`src/design/tsf_pkg.sv`:
```
// ----------------------------------------------------------------------------
// tsf_pkg: shared types and constants for the telemetry sentence framer
// Character codes, configuration register indexes, reset values and the
// step record that passes from the filter to the trailer stage.
// ----------------------------------------------------------------------------
package tsf_pkg;

    localparam int CHAR_W = 8;
    localparam int CRC_W  = 16;
    localparam int SKIP_W = 2;
    localparam int CFG_IDX_W  = 2;
    localparam int CFG_DATA_W = 16;

    localparam logic [CHAR_W-1:0] CHAR_CR    = 8'd13;
    localparam logic [CHAR_W-1:0] CHAR_LF    = 8'd10;
    localparam logic [CHAR_W-1:0] CHAR_SPACE = 8'd32;
    localparam logic [CHAR_W-1:0] CHAR_STAR  = 8'h2A;

    localparam logic [CFG_IDX_W-1:0] CFG_MAX_KEPT = 2'd0;
    localparam logic [CFG_IDX_W-1:0] CFG_CRC_SKIP = 2'd1;
    localparam logic [CFG_IDX_W-1:0] CFG_CRC_SEED = 2'd2;

    localparam logic [CHAR_W-1:0] MAX_KEPT_RST = 8'd60;
    localparam logic [SKIP_W-1:0] CRC_SKIP_RST = 2'd2;
    localparam logic [CRC_W-1:0]  CRC_SEED_RST = 16'hFFFF;
    localparam logic [CRC_W-1:0]  CRC_POLY     = 16'h1021;

    // outcome of one accepted character
    typedef struct packed {
        logic              keep;
        logic              line_end;
        logic [CRC_W-1:0]  crc;
    } t_step;

endpackage

```
`src/design/tsf_stream_if.sv`:
```
// ----------------------------------------------------------------------------
// tsf_in_if / tsf_out_if: valid/ready word channels of the framer
// The input channel carries raw characters, the output channel framed
// characters with an end-of-sentence flag.
// ----------------------------------------------------------------------------
interface tsf_in_if;
    logic                         valid;
    logic                         ready;
    logic [tsf_pkg::CHAR_W-1:0]   in_char;

    modport source (output valid, output in_char, input ready);
    modport sink   (input valid, input in_char, output ready);
endinterface

interface tsf_out_if;
    logic                         valid;
    logic                         ready;
    logic [tsf_pkg::CHAR_W-1:0]   out_char;
    logic                         sentence_end;

    modport source (output valid, output out_char, output sentence_end, input ready);
    modport sink   (input valid, input out_char, input sentence_end, output ready);
endinterface

```
`src/design/tsf_filter.sv`:
```
// ----------------------------------------------------------------------------
// tsf_filter: character classification and running CRC
// Decides keep / drop / line end for each accepted word and holds the
// kept count and the CRC-16 register of the current sentence.
// ----------------------------------------------------------------------------
module tsf_filter (
    input  logic                           i_clk,
    input  logic                           i_rst_n,
    input  logic                           i_accept,
    input  logic [tsf_pkg::CHAR_W-1:0]     i_char,
    input  logic [tsf_pkg::CHAR_W-1:0]     i_max_kept,
    input  logic [tsf_pkg::SKIP_W-1:0]     i_crc_skip,
    input  logic [tsf_pkg::CRC_W-1:0]      i_crc_seed,
    output tsf_pkg::t_step                 o_step
);

    logic [tsf_pkg::CRC_W-1:0]  r_crc, n_crc;
    logic [tsf_pkg::CHAR_W-1:0] r_kept, n_kept;
    logic                       line_end;
    logic                       keep;
    logic                       in_crc;

    // one byte through the CRC, MSB first
    function automatic logic [tsf_pkg::CRC_W-1:0] crc_byte(
        input logic [tsf_pkg::CRC_W-1:0]  crc,
        input logic [tsf_pkg::CHAR_W-1:0] b
    );
        logic [tsf_pkg::CRC_W-1:0] r;
        r = crc ^ {b, 8'h00};
        for (int k = 0; k < 8; k++) begin
            if (r[tsf_pkg::CRC_W-1]) begin
                r = {r[tsf_pkg::CRC_W-2:0], 1'b0} ^ tsf_pkg::CRC_POLY;
            end else begin
                r = {r[tsf_pkg::CRC_W-2:0], 1'b0};
            end
        end
        return r;
    endfunction

    assign line_end = (i_char == tsf_pkg::CHAR_CR) || (i_char == tsf_pkg::CHAR_LF);
    assign keep     = !line_end && (i_char != tsf_pkg::CHAR_SPACE) && (r_kept < i_max_kept);
    assign in_crc   = r_kept >= {6'd0, i_crc_skip};

    assign o_step.keep     = keep;
    assign o_step.line_end = line_end;
    assign o_step.crc      = r_crc;

    always_comb begin
        n_crc  = r_crc;
        n_kept = r_kept;
        if (i_accept) begin
            if (line_end) begin
                n_crc  = i_crc_seed;
                n_kept = '0;
            end else if (keep) begin
                if (in_crc) begin
                    n_crc = crc_byte(r_crc, i_char);
                end
                n_kept = r_kept + 8'd1;
            end
        end
    end

    always_ff @(posedge i_clk) begin
        if (!i_rst_n) begin
            r_crc  <= tsf_pkg::CRC_SEED_RST;
            r_kept <= '0;
        end else begin
            r_crc  <= n_crc;
            r_kept <= n_kept;
        end
    end

endmodule

```
`src/design/tsf_tail.sv`:
```
// ----------------------------------------------------------------------------
// tsf_tail: output register and trailer sequencer
// Registers each kept character for the output channel, and after a line
// end walks out '*', four hex digits of the CRC and the closing newline.
// ----------------------------------------------------------------------------
module tsf_tail (
    input  logic                           i_clk,
    input  logic                           i_rst_n,
    input  logic                           i_accept,
    input  logic [tsf_pkg::CHAR_W-1:0]     i_char,
    input  tsf_pkg::t_step                 i_step,
    output logic                           o_can_take,
    tsf_out_if.source                      o_out
);

    // words of the trailer still to send after '*'
    localparam logic [2:0] LEFT_NONE = 3'd0;
    localparam logic [2:0] LEFT_NL   = 3'd1;
    localparam logic [2:0] LEFT_HEX0 = 3'd2;
    localparam logic [2:0] LEFT_HEX1 = 3'd3;
    localparam logic [2:0] LEFT_HEX2 = 3'd4;
    localparam logic [2:0] LEFT_HEX3 = 3'd5;

    logic                          r_valid, n_valid;
    logic [tsf_pkg::CHAR_W-1:0]    r_char, n_char;
    logic                          r_end, n_end;
    logic [2:0]                    r_left, n_left;
    logic [tsf_pkg::CRC_W-1:0]     r_crc, n_crc;
    logic                          load_en;
    logic [tsf_pkg::CHAR_W-1:0]    tail_char;

    function automatic logic [tsf_pkg::CHAR_W-1:0] hex_char(input logic [3:0] nib);
        if (nib < 4'd10) begin
            return 8'h30 + {4'd0, nib};
        end
        return 8'h37 + {4'd0, nib};
    endfunction

    assign load_en    = !r_valid || o_out.ready;
    assign o_can_take = load_en && (r_left == LEFT_NONE);

    always_comb begin
        case (r_left)
            LEFT_HEX3: tail_char = hex_char(r_crc[15:12]);
            LEFT_HEX2: tail_char = hex_char(r_crc[11:8]);
            LEFT_HEX1: tail_char = hex_char(r_crc[7:4]);
            LEFT_HEX0: tail_char = hex_char(r_crc[3:0]);
            LEFT_NL:   tail_char = tsf_pkg::CHAR_LF;
            default:   tail_char = tsf_pkg::CHAR_LF;
        endcase
    end

    always_comb begin
        n_valid = r_valid;
        n_char  = r_char;
        n_end   = r_end;
        n_left  = r_left;
        n_crc   = r_crc;
        if (load_en) begin
            if (r_left != LEFT_NONE) begin
                // advance through the trailer
                n_valid = 1'b1;
                n_char  = tail_char;
                n_end   = (r_left == LEFT_NL);
                n_left  = r_left - 3'd1;
            end else if (i_accept && i_step.line_end) begin
                n_valid = 1'b1;
                n_char  = tsf_pkg::CHAR_STAR;
                n_end   = 1'b0;
                n_left  = LEFT_HEX3;
                n_crc   = i_step.crc;
            end else if (i_accept && i_step.keep) begin
                n_valid = 1'b1;
                n_char  = i_char;
                n_end   = 1'b0;
            end else begin
                n_valid = 1'b0;
            end
        end
    end

    always_ff @(posedge i_clk) begin
        if (!i_rst_n) begin
            r_valid <= 1'b0;
            r_left  <= LEFT_NONE;
        end else begin
            r_valid <= n_valid;
            r_left  <= n_left;
        end
        r_char <= n_char;
        r_end  <= n_end;
        r_crc  <= n_crc;
    end

    assign o_out.valid        = r_valid;
    assign o_out.out_char     = r_char;
    assign o_out.sentence_end = r_end;

endmodule

```
`src/design/telemetry_sentence_framer_crc16.sv`:
```
// ----------------------------------------------------------------------------
// telemetry_sentence_framer_crc16: telemetry sentence framer with CRC trailer
// Drops spaces, passes up to max_kept characters per sentence and closes
// each sentence with '*', a CRC-16/CCITT-FALSE in hex and a newline.
// ----------------------------------------------------------------------------
//   channel  | dir | word                       | accepted when
//   ---------+-----+----------------------------+-----------------------
//   i_in     | in  | in_char                    | valid && ready
//   o_out    | out | out_char, sentence_end     | valid && ready
//   i_cfg_*  | in  | idx, data                  | i_cfg_we
//
// With the output free, one word is taken per cycle and a kept character
// appears in the output register on the next cycle. A line end gives six
// output words, one per free cycle; input stalls until the last is loaded.
// Output stalls back up into the input through the single output register.
// Synchronous reset restores the default configuration and an empty sentence.
module telemetry_sentence_framer_crc16 (
    input  logic                               i_clk,
    input  logic                               i_rst_n,
    input  logic                               i_cfg_we,
    input  logic [tsf_pkg::CFG_IDX_W-1:0]      i_cfg_idx,
    input  logic [tsf_pkg::CFG_DATA_W-1:0]     i_cfg_data,
    tsf_in_if.sink                             i_in,
    tsf_out_if.source                          o_out
);

    logic [tsf_pkg::CHAR_W-1:0] r_max_kept;
    logic [tsf_pkg::SKIP_W-1:0] r_crc_skip;
    logic [tsf_pkg::CRC_W-1:0]  r_crc_seed;
    logic                       can_take;
    logic                       accept;
    tsf_pkg::t_step             step;

    always_ff @(posedge i_clk) begin
        if (!i_rst_n) begin
            r_max_kept <= tsf_pkg::MAX_KEPT_RST;
            r_crc_skip <= tsf_pkg::CRC_SKIP_RST;
            r_crc_seed <= tsf_pkg::CRC_SEED_RST;
        end else if (i_cfg_we) begin
            case (i_cfg_idx)
                tsf_pkg::CFG_MAX_KEPT: r_max_kept <= i_cfg_data[tsf_pkg::CHAR_W-1:0];
                tsf_pkg::CFG_CRC_SKIP: r_crc_skip <= i_cfg_data[tsf_pkg::SKIP_W-1:0];
                tsf_pkg::CFG_CRC_SEED: r_crc_seed <= i_cfg_data;
                default: ;
            endcase
        end
    end

    assign i_in.ready = can_take;
    assign accept     = i_in.valid && can_take;

    tsf_filter u_filter (
        .i_clk      (i_clk),
        .i_rst_n    (i_rst_n),
        .i_accept   (accept),
        .i_char     (i_in.in_char),
        .i_max_kept (r_max_kept),
        .i_crc_skip (r_crc_skip),
        .i_crc_seed (r_crc_seed),
        .o_step     (step)
    );

    tsf_tail u_tail (
        .i_clk      (i_clk),
        .i_rst_n    (i_rst_n),
        .i_accept   (accept),
        .i_char     (i_in.in_char),
        .i_step     (step),
        .o_can_take (can_take),
        .o_out      (o_out)
    );

endmodule

```
`src/flat_wrapper.sv`:
```
// flat-port wrapper written by rule: the top's interface ports become plain ports
module telemetry_sentence_framer_crc16_flat 
  (i_clk, i_rst_n, i_cfg_we, i_cfg_idx, i_cfg_data, i_in_valid, i_in_in_char, i_in_ready, o_out_valid, o_out_out_char, o_out_sentence_end, o_out_ready);
  tsf_in_if i_in_i ();
  tsf_out_if o_out_i ();
  input  logic i_clk;
  input  logic i_rst_n;
  input  logic i_cfg_we;
  input  logic [tsf_pkg::CFG_IDX_W-1:0] i_cfg_idx;
  input  logic [tsf_pkg::CFG_DATA_W-1:0] i_cfg_data;
  input wire logic [$bits(i_in_i.valid)-1:0] i_in_valid;
  input wire logic [$bits(i_in_i.in_char)-1:0] i_in_in_char;
  output wire logic [$bits(i_in_i.ready)-1:0] i_in_ready;
  output wire logic [$bits(o_out_i.valid)-1:0] o_out_valid;
  output wire logic [$bits(o_out_i.out_char)-1:0] o_out_out_char;
  output wire logic [$bits(o_out_i.sentence_end)-1:0] o_out_sentence_end;
  input wire logic [$bits(o_out_i.ready)-1:0] o_out_ready;
  assign i_in_i.valid = i_in_valid;
  assign i_in_i.in_char = i_in_in_char;
  assign i_in_ready = i_in_i.ready;
  assign o_out_valid = o_out_i.valid;
  assign o_out_out_char = o_out_i.out_char;
  assign o_out_sentence_end = o_out_i.sentence_end;
  assign o_out_i.ready = o_out_ready;
  telemetry_sentence_framer_crc16 u_core (.i_clk(i_clk), .i_rst_n(i_rst_n), .i_cfg_we(i_cfg_we), .i_cfg_idx(i_cfg_idx), .i_cfg_data(i_cfg_data), .i_in(i_in_i), .o_out(o_out_i));
endmodule
```
`config.mk`:
```
export PLATFORM = sky130hd
export DESIGN_NAME = telemetry_sentence_framer_crc16_flat
export DESIGN_NICKNAME = d
export VERILOG_FILES = /design/src/design/tsf_pkg.sv /design/src/design/tsf_stream_if.sv /design/src/design/tsf_filter.sv /design/src/design/tsf_tail.sv /design/src/design/telemetry_sentence_framer_crc16.sv /design/src/flat_wrapper.sv
export SDC_FILE = /design/constraint.sdc
export NUM_CORES = 1
export LEC_CHECK = 0
export ABC_AREA = 0
export BUFFER_PORTS_ARGS = -buffer_cell sky130_fd_sc_hd__clkbuf_2
export CORE_ASPECT_RATIO = 0.7
export CORE_MARGIN = 2
export CORE_UTILIZATION = 59
export CTS_CLUSTER_SIZE = 25
export DETAILED_ROUTE_END_ITERATION = 8
export GPL_TIMING_DRIVEN = 0
export PLACE_DENSITY = 0.87
export SYNTH_ARGS = -nofsm -noshare
export SYNTH_HDL_FRONTEND = slang
export SYNTH_SLANG_ARGS = --single-unit
```
`constraint.sdc`:
```
create_clock -name i_clk -period 3.5 [get_ports i_clk]
set_clock_uncertainty 0.2 [all_clocks]
set_input_delay 0.35 -clock i_clk [delete_from_list [all_inputs] [get_ports i_clk]]
set_output_delay 0.35 -clock i_clk [all_outputs]
set_load 0.05 [all_outputs]
```
==> impl_metrics.json, run 1 <==
{
  "status": "finished, final reports clean",
  "crit_type": "flip-flop to flip-flop",
  "cts.path.max_buffers": 2,
  "numCtsBuffers": 9,
  "wire_per_inst_um": 15.5,
  "async_flop_share_pct": 0,
  "fin_cells": 600,
  "syn-num-nets": 489,
  "fin_crit_sh_pct": 82.8,
  "drtIter0Drc": 264,
  "place_congestion": 0.873,
  "seqPwrFrac_pct": 47.8,
  "syn_avg_cell_area_um2": 9.14,
  "p_clk_share_pct": 39.1,
  "fp.dieArea_mm2": 0.00757,
  "setup_ws_ps": 601,
  "synth-simple-area-share_pct": 20.9,
  "irDropWorstVdd_mv": 0.272,
  "grt_max_degree": 19,
  "place_area_mm2": 0.00438,
  "fin_area_mm2": 0.00468,
  "synth.top_cell.area_share_pct": 26.6,
  "hp-class": "input port to flip-flop",
  "clock_sinks": 79,
  "synthCells": 444,
  "setup_tns_ps": 0,
  "rsz0062_at_grt": "false",
  "ys_types": 53,
  "p_leak_nw": 2.03,
  "syn_area_mm2": 0.00406,
  "worst_pin_slew_ps": 807,
  "dp_cells": 578,
  "yosys.area.top_type": "dfxtp_1",
  "grt_pass1_vias": 3227,
  "critPathMaxStageDelay_ps": 670,
  "max_freq_ghz": 0.345,
  "r2r_slack_ps": 600,
  "ctsRootBufferMaster": "clkbuf_8",
  "grt.total_usage_pct": 26.5,
  "nets": 546,
  "grt.overflow.total": 0,
  "postRouteAntennaNets": 0,
  "cp_max_fo": 9,
  "via_per_inst": 5.72,
  "synth_top_family_by_area": "simple AND/OR/NAND/NOR gates",
  "fp.dieW_um": 103,
  "swShare_pct": 25.4,
  "area_growth_pct": 15.3,
  "start_kind": "flip-flop",
  "synthMuxAreaShare_pct": 4.47,
  "slew_headroom_pct": 46.1,
  "worst_path_max_delay_cell": "a21oi_1",
  "ys.flop_type": "dfxtp_1",
  "drv_slew": 0,
  "h-tree-depth": 3,
  "yosysWarnings": 0,
  "ys_ff_latch": 79,
  "n_antenna_cell": 0,
  "drc_errors": 0,
  "ys_top_cells_by_area": "dfxtp_1 27%, edfxtp_1 18%, nand2_1 7.0%",
  "layout_min_cycle_time_ps": 2900,
  "finalSetupViolations": 0,
  "cp-end-kind": "flip-flop",
  "synth_compound_area_share_pct": 13.6,
  "num_vias": 3431,
  "synth_fa_ha_area_share_pct": 4.31,
  "path_clk_slew_ps": 80,
  "numPortBuffers": 40,
  "pin_count": 42,
  "grt_pass1_wl_um": 15200,
  "finalHoldViolCount": 0,
  "intPower_w": 0.00157,
  "dr.pass1.iters": 5,
  "die_height_um": 73.4,
  "antenna_found_initial": 0,
  "rows": 25,
  "ys_seq_area_share_pct": 45.1,
  "coreArea_mm2": 0.00669,
  "clk_latency_ps": 360,
  "switchingPower_w": 0.000534,
  "cts_tree": "done",
  "detailed_place_hpwl_um": 6870,
  "dp_slack_ps": 340,
  "comb_power_share_pct": 13.2,
  "maxCapViolCount": 0,
  "power.density_mw_per_mm2": 450,
  "worstPathArrival_ps": 2690,
  "wl_um": 9300,
  "synth_edf_count": 25,
  "path_cells": "ha_1, a211oi_1, o21ai_0, a21oi_4, nand2_1, a21oi_1",
  "layout-drive-gt1-share_pct": 13.4,
  "synth_xor_area_share_pct": 7.33,
  "nFillCells": 523,
  "initial_core_util_pct": 60.7,
  "required_ps": 3290
}
-- cell families (layout without fill, tap and decap cells) --
group	count (synthesis)	count (layout)
fa+ha+maj	14	14
mux	18	18
xor+xnor	34	34
buf+inv	42	104
flops	79	79
simple gates	175	175
compound gates	82	82
-- cell type report --
| type | count | area [µm²] | share of cell area (%) |
|---|---|---|---|
| buffer | 22 | 97.6 | 2.08 |
| clock buffer | 10 | 128 | 2.73 |
| clock inverter | 6 | 116 | 2.49 |
| inverter | 20 | 77.6 | 1.66 |
| multi-input combinational | 323 | 2050 | 43.9 |
| sequential | 79 | 1830 | 39.1 |
| tap | 94 | 118 | 2.51 |
| timing repair buffer | 46 | 260 | 5.56 |
-- cell usage in the layout (no fill, tap or decap), types with 3 or more instances in the layout --
cell type / n
inv_1: 19
a21boi_1: 3
nor2_1: 28
xnor2_1: 21
clkbuf_8: 9
a211oi_1: 6
xor2_1: 13
nor2b_1: 9
clkbuf_2: 40
nand2_1: 76
dfxtp_1: 54
o211ai_1: 10
ha_1: 14
o21ai_0: 15
o21a_1: 3
edfxtp_1: 25
and2_1: 5
bufinv_16: 3
and3_1: 3
nand3b_1: 3
nor3_1: 7
nand4_1: 6
clkbuf_1: 18
nand3_1: 22
a21oi_1: 25
buf_2: 3
mux2i_1: 17
dlygate4sd3_1: 6
-- worst max-delay path, delay by kind of cell (launching register included) --
family          cells  cell delay, ps
fa+ha+maj           1             280
flops               1             430
compound gates      4            1410
simple gates        1             200
-- Yosys cell counts, types with 3 or more instances --
master	number
nand3b_1	3
nand2_1	76
edfxtp_1	25
nor3_1	7
and3_1	3
nor2_1	28
o211ai_1	10
a21oi_1	25
a21boi_1	3
a211oi_1	6
clkbuf_1	17
inv_1	19
xor2_1	13
nand4_1	6
o21ai_0	15
xnor2_1	21
nor2b_1	9
ha_1	14
nand3_1	22
dfxtp_1	54
o21a_1	3
buf_2	3
mux2i_1	17
and2_1	5
-- layer usage --
layer / share of wire, % / wire length [µm] / GRT usage (%) / up-vias
met4: 1.5 / 137 / 7.60 / 0
met2: 45 / 4200 / 42.4 / 157
met5: 0 / 0 / 0 / -
met3: 8.0 / 748 / 6.95 / 22
met1: 45 / 4210 / 35.7 / 1582
li1: - / - / - / 1670
-- through the flow --
stage | util (%) | total power [W] | hold WS, ps
after floorplan | - | 0.00121 | 235
after global placement | 65.4 | 0.00128 | 255
after detailed placement | 65.4 | 0.00129 | 262
after CTS | 69.9 | 0.00211 | 5.11
after global routing | 69.9 | 0.00218 | 20.4
final | 69.9 | 0.00211 | 8.47
-- path summary, 6_finish.rpt --
check	startpoint	to	depth (start not counted)
hold reg to reg	u_core.r_crc_seed[12]	u_core.r_crc_seed[12]	2
hold / removal	i_cfg_data[9]	u_core.r_crc_seed[9]	3
setup reg to reg	u_core.u_filter.r_kept[2]	u_core.u_tail.o_out.out_char[3]	6
setup / recovery	u_core.u_filter.r_kept[2]	u_core.u_tail.o_out.out_char[3]	6
-- timing repair --
action                                 4_1_cts  5_1_grt
resized for setup                            0        0
endpoints found under the hold margin        6        0
buffers inserted                             0        0
hold buffers                                 6        0
-- power groups by stage --
stage          combinational [W]  clock, W  sequential, W
2_1_floorplan           0.000165         0        0.00105
3_3_place_gp            0.000258         0        0.00102
3_5_place_dp            0.000266         0        0.00103
4_1_cts                 0.000276  0.000830        0.00100
5_1_grt                 0.000302  0.000870        0.00101
6_report                0.000277  0.000822        0.00101
-- state kept, by name, indices dropped and copies added (netlist names) --
register / count
u_core.u_tail.o_out.out_char: 8
u_core.u_tail.o_out.sentence_end: 1
u_core.u_filter.r_kept: 8
u_core.u_tail.r_left: 3
u_core.r_crc_seed: 16
u_core.r_max_kept: 8
u_core.u_tail.r_crc: 16
u_core.u_tail.o_out.valid: 1
u_core.r_crc_skip: 2
u_core.u_filter.r_crc: 16
(Power assumes the default switching activity.)
==> inputs of run 2 (changes only) <==
- clock period: 3.5 -> 3 ns (I/O delays scaled with it)
==> run 2 against run 1 <==
Clock power grew 17%; maximum frequency grew 8.4%; sequential cell count unchanged; critical endpoint unchanged.
==> impl_metrics.json, run 2 (same netlist as run 1, synthesis figures left out) <==
{
  "rows": 25,
  "maxCapViolCount": 0,
  "fp.dieW_um": 103,
  "postRouteAntennaNets": 0,
  "dp_cells": 578,
  "num_vias": 3485,
  "switchingPower_w": 0.000625,
  "reg_top3": "u_core.r_crc_seed: 16 flops, u_core.u_filter.r_crc: 16 flops, u_core.u_tail.r_crc: 16 flops",
  "clk_latency_ps": 360,
  "grt_pass1_vias": 3264,
  "numCtsBuffers": 9,
  "swShare_pct": 25.3,
  "wl_um": 9370,
  "irDropWorstVdd_mv": 0.318,
  "place_area_mm2": 0.00438,
  "drc_errors": 0,
  "crit_path_end": "u_core.u_tail.o_out.out_char[3]",
  "dr.pass1.iters": 6,
  "fin_cells": 609,
  "antenna_found_initial": 0,
  "cts_setup_buffers": 0,
  "start_kind": "flip-flop",
  "slew_headroom_pct": 45.7,
  "numPortBuffers": 40,
  "worstPathArrival_ps": 2480,
  "crit_type": "flip-flop to flip-flop",
  "final_common_cell": "nand2_1",
  "wire_per_inst_um": 15.4,
  "grt_max_degree": 19,
  "rsz0062_at_grt": "false",
  "seqPwrFrac_pct": 47.6,
  "setup_tns_ps": 0,
  "critPathLaunch": "u_core.u_filter.r_kept[2]",
  "clock_sinks": 79,
  "die_height_um": 73.4,
  "path_clk_slew_ps": 80,
  "nets": 555,
  "hp-class": "input port to flip-flop",
  "cts_tree": "done",
  "initial_core_util_pct": 60.7,
  "final_cell_mix": "76 x nand2_1, 54 x dfxtp_1, 40 x clkbuf_2, 28 x nor2_1, 25 x edfxtp_1",
  "power.density_mw_per_mm2": 516,
  "intPower_w": 0.00184,
  "detailed_place_hpwl_um": 6870,
  "drtIter0Drc": 279,
  "drv_slew": 0,
  "cts.path.max_buffers": 2,
  "r2r_slack_ps": 330,
  "r2r-start": "u_core.u_filter.r_kept[2]",
  "r2r_end": "u_core.u_tail.o_out.out_char[3]",
  "max_freq_ghz": 0.374,
  "r2r_cells": 6,
  "worst_pin_slew_ps": 812,
  "h-tree-depth": 3,
  "fp.dieArea_mm2": 0.00757,
  "finalHoldViolCount": 0,
  "hold_depth": 3,
  "setup_ws_ps": 325,
  "layout_min_cycle_time_ps": 2670,
  "grt.overflow.total": 0,
  "ctsRootBufferMaster": "clkbuf_8",
  "finalPower_w": 0.00247,
  "cp-end-kind": "flip-flop",
  "cp_max_fo": 9,
  "place_congestion": 0.873,
  "comb_power_share_pct": 13.6,
  "dp_slack_ps": -110,
  "grt.total_usage_pct": 27.0,
  "finalSetupViolations": 0,
  "p_leak_nw": 2.07,
  "coreArea_mm2": 0.00669,
  "via_per_inst": 5.72,
  "status": "finished, final reports clean",
  "p_clk_share_pct": 38.9,
  "layout-drive-gt1-share_pct": 13.4,
  "fin_area_mm2": 0.00478,
  "fin_crit_sh_pct": 89.2,
  "n_antenna_cell": 0,
  "area_growth_pct": 17.6,
  "pin_count": 42,
  "grt_pass1_wl_um": 15600,
  "required_ps": 2810
}
==> run 2: per-stage QoR <==
step | util, % | hold WS, ps
floorplan | - | 224
global placement | 65.4 | 255
detailed placement | 65.4 | 262
CTS | 71.3 | 23.0
global route | 71.3 | 50.1
finish | 71.3 | 33.0
==> run 2: power groups by stage <==
| stage | Clock [W] | Sequential (W) | Combinational [W] |
|---|---|---|---|
| 2_1_floorplan | 0 | 0.00122 | 0.000193 |
| 3_3_place_gp | 0 | 0.00119 | 0.000301 |
| 3_5_place_dp | 0 | 0.00120 | 0.000311 |
| 4_1_cts | 0.000969 | 0.00117 | 0.000331 |
| 5_1_grt | 0.00101 | 0.00118 | 0.000364 |
| 6_report | 0.000959 | 0.00117 | 0.000334 |
==> run 2: worst min-delay path by stage <==
stage	start	to	slack (ps)
detailed placement	u_core.r_crc_seed[6]	u_core.r_crc_seed[6]	260
floorplan	i_cfg_data[0]	u_core.r_crc_seed[0]	220
global route	i_cfg_data[0]	u_core.r_crc_seed[0]	50
global placement	u_core.r_crc_seed[6]	u_core.r_crc_seed[6]	250
finish	i_cfg_data[0]	u_core.r_crc_seed[0]	30
CTS	i_cfg_data[0]	u_core.r_crc_seed[0]	20
==> run 2: critical path: stages, from the launching register on <==
cell and delay, ps:
dfxtp_1 440, ha_1 280, a211oi_1 220, o21ai_0 190
a21oi_4 340, nand2_1 220, a21oi_2 440
==> run 2: final cells by class <==
class / count / area (µm²)
Buffer: 22 / 97.6
Inverter: 20 / 77.6
Timing Repair Buffer: 55 / 350
Fill cell: 512 / 1920
Sequential cell: 79 / 1830
Clock buffer: 10 / 128
Multi-Input combinational cell: 323 / 2060
Clock inverter: 6 / 116
Tap cell: 94 / 118
==> run 2: what timing repair did <==
item	CTS	global route
resized for setup	0	1
setup endpoints to repair	0	9
hold endpoints to repair	19	0
hold buffers	15	0
==> run 2: layer usage <==
layer / vias up / global-route usage (%) / share of wire (%) / routed length (µm)
met5: - / 0 / 0 / 0
li1: 1689 / - / - / -
met3: 19 / 7.23 / 8.2 / 767
met4: 0 / 7.46 / 1.2 / 110
met1: 1621 / 36.2 / 45 / 4190
met2: 156 / 43.4 / 46 / 4300
